File: src/rtl/lsdp_ram.sv
// Generic single-write, single-read RAM with registered read data.
`timescale 1ns / 1ps
`default_nettype none

module lsdp_ram #(
  parameter int WIDTH = 32,
  parameter int DEPTH = 64
) (
  input  wire logic                     clk,
  input  wire logic                     we,
  input  wire logic [$clog2(DEPTH)-1:0] waddr,
  input  wire logic [WIDTH-1:0]         wdata,
  input  wire logic [$clog2(DEPTH)-1:0] raddr,
  output logic      [WIDTH-1:0]         rdata
);

  logic [WIDTH-1:0] mem_r [DEPTH];

  always_ff @(posedge clk) begin
    if (we) begin
      mem_r[waddr] <= wdata;
    end
    rdata <= mem_r[raddr];
  end

endmodule

`default_nettype wire

File: config.mk
export PLATFORM = sky130hd
export DESIGN_NAME = lsdp_ram
export DESIGN_NICKNAME = d
export VERILOG_FILES = /design/src/rtl/lsdp_ram.sv
export SDC_FILE = /design/constraint.sdc
export NUM_CORES = 2
export LEC_CHECK = 0
export ABC_AREA = 0
export BUFFER_PORTS_ARGS = -buffer_cell sky130_fd_sc_hd__buf_4
export CAP_MARGIN = 20
export CELL_PAD_IN_SITES_DETAIL_PLACEMENT = 1
export CELL_PAD_IN_SITES_GLOBAL_PLACEMENT = 2
export CORE_MARGIN = 4
export CORE_UTILIZATION = 40
export DETAILED_ROUTE_END_ITERATION = 10
export PLACE_DENSITY_LB_ADDON = 0.3
export SYNTH_ARGS = -nofsm -noshare
export SYNTH_HDL_FRONTEND = slang
export SYNTH_SLANG_ARGS = --single-unit
File: constraint.sdc
create_clock -name clk -period 3.6 [get_ports clk]
set_clock_uncertainty 0.2 [all_clocks]
set_input_delay 0.18 -clock clk [delete_from_list [all_inputs] [get_ports clk]]
set_output_delay 0.18 -clock clk [all_outputs]
set_load 0.005 [all_outputs]
==> run metrics <==
PD cells=556 nW/µm²; chip width=451 µm; clock buffer depth=3; sequential share of the synthesized area=79.1%; synthesized flop and latch total=2080; Finished Layout Cells=6484; unrepaired setup endpoints after global routing=no; final wirelength=214000 µm; I/O pin count=78; clk sinks=2080; Startpoint Class=input pin; Clock transition at path regs=0.06 ns; Power Total=50.8 mW; Fill cells=17400; # setup viols final=0; die area=203000 µm²; Tightest Hold Check Type=in2reg; row count=162; first-pass GRT wire length=305000 µm; Area contributors post-synth=edfxtp_1 (78%), mux4_2 (16%), mux2i_1 (1.2%); Clock Latency Late Sink=0.84 ns; All-Layer GR Usage=21.1%; port bufs=77; Worst Tran Pin Value=0.878 ns; Detail Route Antenna Nets=0; DR vias=37600; post-DR vias/cell=5.80; relative slew slack=41.3%; Crit Path Max Fanout=22; post-cts sizing count=0; initial antenna violation count=4; # DRC=0; H-tree depth=4; dpl hpwl=118000 µm; Tcrit/Tclk final=68.4%; Yosys warnings=0; Die Y-Extent=451 µm; Core Area=195000 µm²; final net count=3723; Max IR drop VDD=0.481 mV; post-route minimum period=2.46 ns; WHS Path Cells=5; TritonRoute pass-1 iters=7; clock root buffer=clkbuf_16; Mapped Cells=3324; max-cap viol count=0; Leak=28.4 nW; r2r setup slk=1.14 ns; hold wc startpoint=waddr[0]; hold endpoint=mem_r[35][27]$_DFFE_PP_; post-synth net total=3370; total CTS buffers=212; CTS tree=built; largest net degree at the start of global routing=65; Placed Cells=6049; Crit Path Category=in2reg; Initial Util=40.3%; share of the synthesized area in the top cell type=78.3%; Fin. Hold Viols=0; Yosys cell types=34; vias in the first global route=39500; Critical Path RT=3.91 ns; Worst Reg-to-Reg Cells=4; max-slew violation count=0; post-synth top area cell=edfxtp_1; share of layout cells above drive strength 1=30.8%; Worst setup EP type=flip-flop; DRT iter0 DRCs=4106; gr ovfl total=0; FMAX=406 MHz; post-route setup TNS=0 ns; r2r startpoint=mem_r[46][12]$_DFFE_PP_; WL/cell=33.0 µm; status=completed; Synth Cell Area=78500 µm²; area delta synth->final=16.3%; Critical Path AT=2.77 ns; syn_area_per_cell=23.6 µm²; RD Place Congestion=0.747; capturing point of the worst reg2reg path=rdata[12]$_DFF_P_
cell usage after synthesis (all sizes together):
master  number
nor2       137
mux2i       93
buf        108
or2          3
nor3         7
a21oi       62
nand2       26
nand4b       1
a311oi       8
nand3        5
o32ai        4
a22oi       12
edfxtp    2048
or3          3
nor2b       15
or3b         5
mux4       544
a41o         4
a31oi        1
o221ai      27
o22ai       84
nand3b       5
nand2b       8
and3         4
clkbuf      74
dfxtp       32
nand4        2
and2         2
power breakdown:
part / total [mW] / internal, mW / switching, mW
registers: 26.9 / 26.8 / 0.127
clock network: 21.3 / 12.1 / 9.22
logic: 2.56 / 1.03 / 1.53
total: 50.8 / 39.9 / 10.9
registers in the layout, indices dropped and copies added, names as in the netlist:
signal	flops
rdata	32
mem_r	2048
critical path, cell delays in order:
cell and delay [ns]:
dlygate4sd3_1 0.54, buf_4 0.20, nor2b_1 0.20, nand3_1 0.58, nor2_4 0.71, buf_12 0.30
layer usage:
layer	up-vias	GRT usage (%)	routed length, µm
li1	15000	-	-
met1	21000	30.4	91200
met2	1324	34.2	105000
met3	243	3.53	13900
met4	0	4.31	3990
met5	-	0	0
layout by cell type (no fill, tap or decap), drive strengths merged, types with 26 or more instances in the layout:
cell type	netlist	final
a21oi	62	62
buf	108	283
clkbuf	74	275
clkinv	0	100
dfxtp	32	32
dlygate4sd3	0	38
edfxtp	2048	2048
mux2i	93	93
mux4	544	544
nand2	26	26
nor2	137	137
o221ai	27	27
o22ai	84	84
timing repair:
item                                   4_1_cts  5_1_grt
endpoints found under the hold margin     2111        0
hold buffers                                38        0
setup buffers                                0        0
worst max path at each step:
stage                                        from                 endpoint  depth (start not counted)
after floorplan                          waddr[3]   mem_r[48][0]$_DFFE_PP_                          4
after global placement                   raddr[0]        rdata[10]$_DFF_P_                          8
after detailed placement                 raddr[0]        rdata[10]$_DFF_P_                          8
after CTS                 mem_r[55][28]$_DFFE_PP_        rdata[28]$_DFF_P_                          4
after global routing                     raddr[3]        rdata[25]$_DFF_P_                          9
final                                    waddr[2]  mem_r[21][20]$_DFFE_PP_                          6
metrics by stage:
| stage | instance area [µm²] | setup WS, ns | util [%] | hold slack, ns |
|---|---|---|---|---|
| after global placement | 84200 | 0.284 | 43.2 | 0.376 |
| after floorplan | 78500 | 0.0602 | - | 0.0789 |
| final | 91300 | 1.14 | 46.8 | 0.0860 |
| after global routing | 91300 | 1.05 | 46.8 | 0.0743 |
| after detailed placement | 84200 | 0.245 | 43.2 | 0.371 |
| after CTS | 91300 | 1.06 | 46.8 | 0.0335 |
final cells by class:
cell class	instances	area, µm²	share of cell area, %
sequential	2080	62100	68.1
antenna	1	2.50	0.00274
clock buffer	275	5690	6.24
clock inverter	121	1040	1.14
timing repair buffer	321	3160	3.46
tap	2624	3280	3.60
multi-input combinational	1062	16000	17.5
logic make-up (layout without fill, tap and decap cells):
kind of cell / count (synthesis) / count (layout) / share of synthesized area, %
buf+inv: 182 / 717 / 1.13
other cells: 0 / 1 / 0
flops: 2080 / 2080 / 79.1
simple gates: 223 / 223 / 1.27
compound gates: 202 / 202 / 1.67
mux: 637 / 637 / 16.8
No activity file was read; power rests on OpenSTA's default activity.
