`src/rtl/lsdp_pkg.sv`:
```
// Shared types and constants for the LRU stack distance profiler.
`timescale 1ns / 1ps
`default_nettype none

package lsdp_pkg;

  localparam int DEF_STACK_CAPACITY = 64;
  localparam int DEF_COUNTER_BITS   = 32;

  localparam int TAG_W   = 64;
  localparam int OBJ_W   = 16;
  localparam int BLK_W   = 48;
  localparam int OP_W    = 2;
  localparam int CFG_W   = 7;
  localparam int BIN_W   = 7;
  localparam int DEPTH_W = 7;
  localparam int OUT_W   = 32;
  localparam int APB_W   = 32;
  localparam int PADDR_W = 3;

  localparam logic [OP_W-1:0] OP_ACCESS = 2'd0;
  localparam logic [OP_W-1:0] OP_READ   = 2'd1;
  localparam logic [OP_W-1:0] OP_CLEAR  = 2'd2;

  // register index, taken from paddr[2]
  localparam logic REG_CACHE_ENTRIES = 1'b0;

  localparam logic [CFG_W-1:0] CACHE_ENTRIES_RST = 7'd64;

  typedef enum logic [2:0] {
    ST_IDLE,
    ST_CMP,
    ST_HIT,
    ST_UPD,
    ST_CLR
  } lsdp_state_t;

  typedef struct packed {
    logic cmp_en;
    logic shift_en;
  } lsdp_cell_ctl_t;

endpackage

`default_nettype wire

```
`src/rtl/lsdp_cell.sv`:
```
// One stack cell: holds a tag, compares it, and takes its upper neighbor's tag on a shift.
`timescale 1ns / 1ps
`default_nettype none

module lsdp_cell
  import lsdp_pkg::*;
(
  input  wire logic           clk,
  input  wire lsdp_cell_ctl_t ctl,
  input  wire logic [TAG_W-1:0] prev_tag,
  input  wire logic [TAG_W-1:0] cmp_tag,
  output logic      [TAG_W-1:0] tag_o,
  output logic                  match_o
);

  logic [TAG_W-1:0] tag_r;
  logic             match_r;

  always_ff @(posedge clk) begin
    if (ctl.shift_en) begin
      tag_r <= prev_tag;
    end
    match_r <= ctl.cmp_en && (tag_r == cmp_tag);
  end

  assign tag_o   = tag_r;
  assign match_o = match_r;

endmodule

`default_nettype wire

```
`config.mk`:
```
export PLATFORM = sky130hd
export DESIGN_NAME = lsdp_cell
export DESIGN_NICKNAME = d
export VERILOG_FILES = /design/src/rtl/lsdp_pkg.sv /design/src/rtl/lsdp_cell.sv
export SDC_FILE = /design/constraint.sdc
export NUM_CORES = 1
export LEC_CHECK = 0
export CAP_MARGIN = 20
export CORE_AREA = 4 4 74 76
export DETAILED_ROUTE_END_ITERATION = 10
export DIE_AREA = 0 0 78 80
export DONT_BUFFER_PORTS = 1
export GPL_TIMING_DRIVEN = 0
export PLACE_DENSITY = 0.79
export SYNTH_ARGS = -nofsm -noshare
export SYNTH_HDL_FRONTEND = slang
export SYNTH_SLANG_ARGS = --single-unit
```
`constraint.sdc`:
```
create_clock -name clk -period 2.7 [get_ports clk]
set_input_delay 0.27 -clock clk [delete_from_list [all_inputs] [get_ports clk]]
set_output_delay 0.27 -clock clk [all_outputs]
set_load 0.005 [all_outputs]
```
==> results of run 1 <==
## per-stage QoR
step,std cells,total power [W]
2_1_floorplan,164,0.00138
3_3_place_gp,231,0.00141
3_5_place_dp,231,0.00142
4_1_cts,247,0.00216
5_1_grt,247,0.00224
6_report,247,0.00213
## power by group through the flow
stage	clock network (W)	registers, W	logic (W)
2_1_floorplan	0	0.00128	0.0000984
3_3_place_gp	0	0.00130	0.000109
3_5_place_dp	0	0.00130	0.000112
4_1_cts	0.000767	0.00128	0.000113
5_1_grt	0.000827	0.00129	0.000126
6_report	0.000740	0.00128	0.000113
## registers in the layout (all words and copies together) (netlist names)
register / cells
tag_o: 64
match_o: 1
## cell usage after synthesis, drive strengths merged
cell,instances,area (um^2)
a221oi,3,26.3
a222oi,1,10.0
a22o,1,8.76
a2bb2oi,1,8.76
dfxtp,1,20.0
edfxtp,64,1920
inv,14,52.6
nand3,2,10.0
nand4,9,56.3
nor3,1,5.00
nor4,9,62.6
o21ai,1,5.00
o22ai,5,31.3
o2bb2ai,2,17.5
xnor2,28,245
xor2,22,193
## cells by family (layout without fill, tap and decap cells)
group,count (synthesis),count (layout)
AND/OR/NAND/NOR,21,21
flip-flops,65,65
AO/OA/AOI/OAI,14,14
buffers and inverters,14,30
XOR/XNOR,50,50
## layer usage
| metal | GRT usage (%) | share of wire [%] |
|---|---|---|
| met1 | 18.2 | 31 |
| met2 | 34.6 | 55 |
| met3 | 9.26 | 12 |
| met4 | 10.1 | 2.1 |
| met5 | 0 | 0 |
## worst paths after layout
kind         slack (ns)         to  cells after the start
min                0.04  tag_o[20]                      0
max reg2reg        1.12    match_o                      4
max                1.12    match_o                      4
min reg2reg        0.70    match_o                      3
## layout make-up
cell class,count,area share (%)
flip-flops and latches,65,66.1
multi-input cells,85,23.1
inverters,14,1.79
clock inverters,4,1.49
clock buffers,12,4.60
well taps,67,2.85
## worst register-to-register path: stages (launching register included)
cell and delay [ns]:
edfxtp_1 0.44, xor2_1 0.17, nor4_1 0.36, nand4_1 0.24, nor4_2 0.28
==> metrics.txt, run 1 <==
Largest stage delay, worst path=0.44 ns; H-tree levels=3; startpoint class of the critical path=flip-flop; combinational power share=5.3%; YS warnings=0; R2R Path Start=tag_o[63]; nets in the synthesized netlist=295; Final Skew=0.00792 ns; #FFs+latches synth=65; wire length of the first global-routing pass=8.68 mm; sw frac=20.7%; crit-path leading delay family=simple AND/OR/NAND/NOR gates; CTS tree=done; TritonRoute pass-1 iters=4; Min-Delay Path Class=in2reg; Max-slew headroom=73.1%; Clock Power Share=34.7%; Die ar.=0.00624 mm^2; Crit. End Element=flip-flop; Net Sw Power=0.000442 W; worst path required time=2.93 ns; GRT overflow=0; initial antenna violation count=0; Max Freq=633 MHz; Design Area, Final=0.00294 mm^2; Hold Slack=0.0406 ns; final antenna-violating net count=0; Syn Inst Count=164; Post-DP Area=0.00276 mm^2; FF+latch area=0.00194 mm^2; synthesized area=0.00267 mm^2; Cell Rows=25; routed wire length per instance=24.8 um; Fin Setup TNS=0 ns; Filler Cells Inserted=373; RSZ-0062 raised after global routing=no; crit path time final=1.58 ns; Die Wd=78 um; xor/xnor cell area share of the yosys netlist=16.4%; status=completed; root buffer cell=clkbuf_8; GRT Util Overall=19.3%; mux cell area share after synthesis=0%; internal power component=0.00169 W; Leakage=0.988 nW; clock-pin slew on the worst setup and hold paths=0.07 ns; post-DP HPWL=4.93 mm; clk buf depth=2; Die Y=80 um; crit path max-delay cell type=edfxtp_1; Unique masters post-synth=17; most frequent cells in the layout=edfxtp_1 (64), xnor2_1 (28), xor2_1 (22); sequential share of the synthesized area=72.6%; compound-gate portion of the synthesized area=4.02%; period utilization=58.5%; Finish-stage setup viols=0; nets=306; most common library cell in the layout ignoring fill and taps=edfxtp_1; peak supply drop=0.000434 V; category of the most critical setup path=reg2reg; Simple-Gate Fraction of Synth Area=5.01%; largest net degree at the start of global routing=65; drc violations=0; Final Hold Vio Count=0; Slew @ Worst Pin=0.399 ns; layout cell share with drive strength beyond 1=7.22%; fin util=62.2%; Placeable Area=0.00472 mm^2; Starting DRT DRC Count=78; Post-Synth Adder-Cell Area=0%; synth-to-layout area growth=9.83%; Reg power frac=60.0%; Avg Inst Size Synth=16.3 um^2; number of global-route vias before repair=1651; clk_lat worst skew=0.32 ns; Max-Cap Viols=0; Post CTS Setup Buffer Count=0; vias post-DR=1462; vias per cell=5.92; Sinks on Clock Net=65; cts bufs inserted=9; CP Data Arrival Time=1.81 ns; # IOs=196; max-slew violations=0; # hold bufs at CTS=0; placer congestion estimate=0.814; footprint of the multi-input gates=679 um^2; Port Buffers=0; Buf+Inv Stages, Crit Path=0; post-CTS sizing=0; worst setup path start=tag_o[63]; CP Max Fanout=2; largest family of logic cells by synthesized area=XOR/XNOR gates; final setup margin=1.12 ns; Starting Density=56.6%; final wirelength=6.12 mm; dpl ws=1.11 ns; pwr dens=727 mW/mm^2; min-delay src=prev_tag[20]; Antenna diodes=0; crit-path cells=xor2_1 -> nor4_1 -> nand4_1 -> nor4_2
(Power assumes the default switching activity.)
==> inputs of run 2 (changes only) <==
--- a/config.mk
+++ b/config.mk
@@ -5,13 +5,15 @@
 export SDC_FILE = /design/constraint.sdc
 export NUM_CORES = 1
 export LEC_CHECK = 0
+export ABC_AREA = 1
 export CAP_MARGIN = 20
-export CORE_AREA = 4 4 74 76
+export CORE_ASPECT_RATIO = 0.8
+export CORE_MARGIN = 4
+export CORE_UTILIZATION = 63
 export DETAILED_ROUTE_END_ITERATION = 10
-export DIE_AREA = 0 0 78 80
 export DONT_BUFFER_PORTS = 1
 export GPL_TIMING_DRIVEN = 0
-export PLACE_DENSITY = 0.79
+export PLACE_DENSITY = 0.87
 export SYNTH_ARGS = -nofsm -noshare
 export SYNTH_HDL_FRONTEND = slang
 export SYNTH_SLANG_ARGS = --single-unit
==> constraint.sdc (replaced) <==
create_clock -name clk -period 1.6 [get_ports clk]
set_input_delay 0.16 -clock clk [delete_from_list [all_inputs] [get_ports clk]]
set_output_delay 0.16 -clock clk [all_outputs]
set_load 0.005 [all_outputs]
==> run 2 against run 1 <==
  * The flow now finishes with violations (negative hold slack)
  * Synthesized cell count increased by 95%
  * Wire length increased by 55%
  * Flip-flop and latch count unchanged
  * Setup slack got worse by 0.90 ns
  * Sequential share of layout area decreased by 17 points
  * Maximum frequency increased by 15%
  * Area after synthesis increased by 14%
  * Sequential power increased by 70%
  * Final area increased by 34%
  * Critical path depth increased by 3
  * Clock power increased by 55%
  * Critical endpoint unchanged
  * Largest power group unchanged
==> metrics.txt, run 2 <==
Min-Delay Path Class=in2reg; min-delay src=ctl[0]; final wirelength=9.49 mm (+55%); Placeable Area=0.00462 mm^2 (-2.1%); Sinks on Clock Net=65 (unchanged); max-slew violations=0 (unchanged); Async S/R FF share, synth=0% (unchanged); largest area contributor in the netlist=edfxtp_1; post-CTS sizing=0 (unchanged); H-tree levels=3 (unchanged); r2r setup slk=0.22 ns (-0.90 ns); startpoint class of the critical path=flip-flop; cts bufs inserted=9 (unchanged); routed wire length per instance=20.6 um (-17%); Final Skew=0.00899 ns (+0.00108 ns); crit-path cells=nand2_1 -> o21ai_1 -> nor2_1 -> nand2_1 -> nor2_1 -> nand3_1 -> nor2_1; Starting Density=66.0% (+9.4 points); #FFs+latches synth=65 (unchanged); Starting DRT DRC Count=143 (+83%); Cell Rows=22 (-12%); Die ar.=0.00603 mm^2 (-3.4%); worst reg2reg path depth=7 (+3); Net Sw Power=0.000952 W (+120%); most frequent cells in the layout=nand2_1 (105), inv_1 (70), dlygate4sd3_1 (64), edfxtp_1 (64), nor2_1 (27); # IOs=196 (unchanged); Reg power frac=57.7% (-2.3 points); clk_lat worst skew=0.34 ns (+0.02 ns); most frequent cells after synthesis=nand2_1 (105), inv_1 (70), edfxtp_1 (64), nor2_1 (27), xnor2_1 (15); crit path max-delay cell type=edfxtp_1; Die Wd=85.8 um (+10%); clock-pin slew on the worst setup and hold paths=0.07 ns (about the same); Worst path most repeated cell=nor2_1; category of the most critical setup path=reg2reg; Largest stage delay, worst path=0.49 ns (+0.05 ns); number of synthesized flops with an enable pin=64 (unchanged); clk buf depth=2 (unchanged); number of global-route vias before repair=2730 (+65%); TritonRoute pass-1 iters=4 (unchanged); Crit. End Element=flip-flop; CTS tree=done; root buffer cell=clkbuf_8; nets=526 (+72%); vias per cell=5.43 (-8.3%); Fin Setup TNS=0 ns (unchanged); wire length of the first global-routing pass=13.9 mm (+61%); period utilization=86.0% (+28 points); Max Freq=727 MHz (+15%); drc violations=0 (unchanged); RR Endpoint=match_o; Unique masters post-synth=14 (-3); failing checks=negative hold slack; peak supply drop=0.000923 V (+110%); crit path time final=1.38 ns (-0.202 ns); footprint of the multi-input gates=821 um^2 (+21%); synth-to-layout area growth=28.9%; initial antenna violation count=1 (+1); Final Hold Vio Count=64 (+64); combinational power share=11.6% (+6.3 points); most common library cell in the layout ignoring fill and taps=nand2_1; Synth area leaders=edfxtp_1 (63%), nand2_1 (13%), inv_1 (8.6%); Slew @ Worst Pin=0.314 ns (-0.0852 ns); largest net degree at the start of global routing=65 (unchanged); Clock Power Share=30.7% (-4.0 points); final antenna-violating net count=0 (unchanged); sw frac=25.3% (+4.6 points); Finish-stage setup viols=0 (unchanged); Syn Inst Count=320 (+95%); Max-slew headroom=78.8% (+5.7 points); Hold Slack=-0.0747 ns (-0.115 ns); GRT Util Overall=31.6% (+12 points); R2R Path Start=tag_o[23]; # hold bufs at CTS=64 (+64); RSZ-0062 raised after global routing=no; layout cell share with drive strength beyond 1=6.00% (-1.2 points); Post-synth top flop=edfxtp_1; Port Buffers=0 (unchanged); FF+latch area=0.00194 mm^2 (unchanged); hold path endpoint=tag_o[5]; synthesized area=0.00305 mm^2 (+14%); Post CTS Setup Buffer Count=0 (unchanged); Min-Delay Path Depth=0 (unchanged); top-area cell type share of the netlist area=63.0% (-8.9 points); nets in the synthesized netlist=451 (+53%); CP Data Arrival Time=1.65 ns (-0.16 ns); most frequent cell after synthesis=nand2_1; post-DP HPWL=5.97 mm (+21%); YS warnings=0 (unchanged); max reg flops=64 (unchanged); sequential share of the synthesized area=63.6% (-9.0 points); status=finished, violations left; internal power component=0.00281 W (+66%); Filler Cells Inserted=234 (-37%); vias post-DR=2501 (+71%); GRT overflow=0 (unchanged); placer congestion estimate=0.844 (+3.7%); CP Max Fanout=3 (+1); pwr dens=956 mW/mm^2 (+32%); Max-Cap Viols=0 (unchanged); Leakage=1.76 nW (+78%); worst path required time=1.87 ns (-1.06 ns); Avg Inst Size Synth=9.54 um^2 (-42%); Die Y=70.3 um (-12%)
-- run 2: cell families (layout without fill, tap and decap cells) --
| group | after synthesis | in the layout | synth area share [%] |
|---|---|---|---|
| and+or+nand+nor | 141 | 141 | 18.0 |
| other | 0 | 1 | 0 |
| buffers and inverters | 77 | 157 | 9.47 |
| AOI/OAI and AO/OA | 17 | 17 | 3.20 |
| xor gates and xnor gates | 20 | 20 | 5.74 |
| DFF | 65 | 65 | 63.6 |
-- run 2: through the flow --
stage	utilization [%]	total power [W]	worst slack, ns	cells	cell area, um^2
6_report	85.0	0.00376	0.224	461	3930
5_1_grt	85.0	0.00390	0.208	461	3930
4_1_cts	85.0	0.00372	0.338	460	3930
3_5_place_dp	67.6	0.00247	0.365	380	3130
3_3_place_gp	67.6	0.00245	0.409	380	3130
2_1_floorplan	-	0.00239	0.560	320	3050
-- run 2: layout make-up --
class | instances | share of cell area, %
flip-flops and latches | 65 | 49.4
multi-input cells | 178 | 20.9
repair buffers | 64 | 16.3
inverters | 77 | 7.35
clock buffers | 10 | 3.25
well taps | 60 | 1.91
clock inverters | 6 | 0.891
diodes | 1 | 0.0636
-- run 2: critical path: cells and delay by family, from the launching register on --
family	cells	cell delay [ns]
AOI/OAI and AO/OA	1	0.07
DFF	1	0.49
and+or+nand+nor	6	0.74
-- run 2: how the worst max path moves through the flow --
stage	end	from	slack, ns	depth (start not counted)
after floorplan	match_o	tag_o[60]	0.56	7
after global placement	match_o	tag_o[42]	0.41	7
after detailed placement	match_o	tag_o[26]	0.37	7
after CTS	match_o	tag_o[26]	0.34	7
after global routing	match_o	tag_o[23]	0.21	7
final	match_o	tag_o[23]	0.22	7
-- run 2: power groups by stage --
stage / registers, W / logic (W) / clock network, W
2_1_floorplan: 0.00216 / 0.000232 / 0
4_1_cts: 0.00216 / 0.000404 / 0.00116
6_report: 0.00217 / 0.000437 / 0.00115
3_5_place_dp: 0.00220 / 0.000275 / 0
5_1_grt: 0.00218 / 0.000482 / 0.00123
3_3_place_gp: 0.00219 / 0.000264 / 0
-- run 2: routing by layer --
layer / track usage (%) / vias up / share of wire, %
met4: 13.9 / 0 / 3.2
met1: 30.2 / 1152 / 32
met2: 58.7 / 175 / 54
met5: 0 / - / 0
li1: - / 1143 / -
met3: 12.7 / 31 / 12
==> inputs of run 3 (changes only) <==
==> constraint.sdc (replaced) <==
create_clock -name clk -period 1.6 [get_ports clk]
set_input_delay 0.24 -clock clk [delete_from_list [all_inputs] [get_ports clk]]
set_output_delay 0.24 -clock clk [all_outputs]
set_load 0.005 [all_outputs]
==> run 3 against run 2 <==
  * The flow now finishes without violations
  * Register-to-register slack lost 0.03 ns
  * Flip-flop and latch count is the same
  * Sequential share of layout area shrank 0.50 points
  * Hold slack gained 0.31 ns
  * Final cell count grew 0.65%
  * Utilization grew 0.87 points
  * Count of clock-buffer cells in the layout is the same
  * Critical path depth is the same
  * Final area grew 1.0%
==> metrics.txt, run 3 (same netlist as run 2, synthesis figures left out) <==
crit path time final=1.40 ns (+0.0269 ns); most frequent cells in the layout=nand2_1 (105), inv_1 (70), dlygate4sd3_1 (66); wire length of the first global-routing pass=13.9 mm (unchanged); Placeable Area=0.00462 mm^2 (unchanged); post-CTS sizing=0 (unchanged); Die ar.=0.00603 mm^2 (unchanged); vias post-DR=2606 (+4.2%); CP Data Arrival Time=1.68 ns (+0.03 ns); Starting DRT DRC Count=192 (+34%); placed cells=380 (unchanged); vias per cell=5.62 (+3.5%); max reg flops=64 (unchanged); synth-to-layout area growth=30.2%; Min-Delay Path Class=in2reg; Die Wd=85.8 um (unchanged); Finish-stage setup viols=0 (unchanged); initial antenna violation count=1 (unchanged); layout cell share with drive strength beyond 1=6.20% (+0.20 points); clk_lat worst skew=0.35 ns (about the same); TritonRoute pass-1 iters=6 (+2); number of global-route vias before repair=2730 (unchanged); status=completed; CTS tree=done; Max-slew headroom=48.2% (-31 points); period utilization=87.7% (+1.7 points); root buffer cell=clkbuf_8; drc violations=0 (unchanged); Die Y=70.3 um (unchanged); category of the most critical setup path=reg2reg; clock-pin slew on the worst setup and hold paths=0.07 ns (about the same); largest net degree at the start of global routing=65 (unchanged); pwr dens=963 mW/mm^2 (+0.70%); Crit. End Element=flip-flop; Post CTS Setup Buffer Count=0 (unchanged); Leakage=1.78 nW (+1.0%); Non-Filler Instances=464 (+0.65%); most common library cell in the layout ignoring fill and taps=nand2_1; final antenna-violating net count=0 (unchanged); GRT overflow=0 (unchanged); Starting Density=66.0% (unchanged); startpoint class of the critical path=flip-flop; GRT Util Overall=31.6% (unchanged); # IOs=196 (unchanged); Max Freq=713 MHz (-1.9%); clk buf depth=2 (unchanged); nets=529 (+0.57%); final wirelength=10.1 mm (+5.9%); Max-Cap Viols=0 (unchanged); placer congestion estimate=0.844 (unchanged); Sinks on Clock Net=65 (unchanged); Final Hold Vio Count=0 (-100%); Port Buffers=0 (unchanged); CP Max Fanout=3 (unchanged); post-DP HPWL=5.97 mm (unchanged); Fin Setup TNS=0 ns (unchanged); peak supply drop=0.00101 V (+9.1%); Filler Cells Inserted=219 (-6.4%); routed wire length per instance=21.7 um (+5.3%); Cell Rows=22 (unchanged); max-slew violations=0 (unchanged); cts bufs inserted=9 (unchanged); H-tree levels=3 (unchanged); Final Skew=0.0106 ns (+0.00162 ns); Slew @ Worst Pin=0.775 ns (+0.461 ns); RSZ-0062 raised after global routing=no; worst path required time=1.88 ns (about the same)
-- run 3: cell count changes in the layout (fill, tap and decap cells not counted) --
cell and delta:
dlygate4sd3_1 +2, buf_12 +1
-- run 3: timing repair --
item                       CTS  global route
setup endpoints to repair    0             0
hold endpoints to repair    64            14
hold buffers                64             3
-- run 3: critical path, stage by stage, from the launching register on --
cell and delay, ns:
edfxtp_1 0.49, nand2_1 0.12, o21ai_1 0.07, nor2_1 0.14, nand2_1 0.08, nor2_1 0.18
nand3_1 0.13, nor2_1 0.11
-- run 3: per-layer routing --
| metal | part of all wire (%) | wire, um | global-route usage, % |
|---|---|---|---|
| met1 | 30 | 3050 | 30.2 |
| met2 | 54 | 5410 | 58.7 |
| met3 | 12 | 1220 | 12.7 |
| met4 | 3.8 | 378 | 13.9 |
| met5 | 0 | 0 | 0 |
-- run 3: final cells by class --
type | instances | area (um^2) | area share (%)
clock inverters | 6 | 35.0 | 0.882
clock buffers | 10 | 128 | 3.21
well taps | 60 | 75.1 | 1.89
flip-flops and latches | 65 | 1940 | 48.9
diodes | 1 | 2.50 | 0.0630
inverters | 77 | 289 | 7.28
repair buffers | 67 | 681 | 17.1
multi-input cells | 178 | 821 | 20.7
-- run 3: final timing paths --
kind	slack (ns)	depth (start not counted)	to	start
max	0.20	7	match_o	tag_o[23]
min	0.24	5	match_o	cmp_tag[11]
max reg2reg	0.20	7	match_o	tag_o[23]
min reg2reg	0.75	5	match_o	tag_o[11]
-- run 3: stage by stage --
| step | setup WS (ns) | power, W | util (%) | hold WS (ns) | area [um^2] |
|---|---|---|---|---|---|
| 2_1_floorplan | 0.560 | 0.00239 | - | 0.339 | 3050 |
| 3_3_place_gp | 0.409 | 0.00245 | 67.6 | 0.339 | 3130 |
| 3_5_place_dp | 0.365 | 0.00247 | 67.6 | 0.339 | 3130 |
| 4_1_cts | 0.338 | 0.00372 | 85.0 | 0.00538 | 3930 |
| 5_1_grt | 0.199 | 0.00396 | 85.9 | 0.234 | 3970 |
| 6_report | 0.197 | 0.00383 | 85.9 | 0.238 | 3970 |
-- run 3: where the power goes --
group	total [W]	internal (W)	switching, W
clock network	0.00117	0.000550	0.000619
logic	0.000484	0.000240	0.000243
registers	0.00217	0.00203	0.000146
total	0.00383	0.00282	0.00101
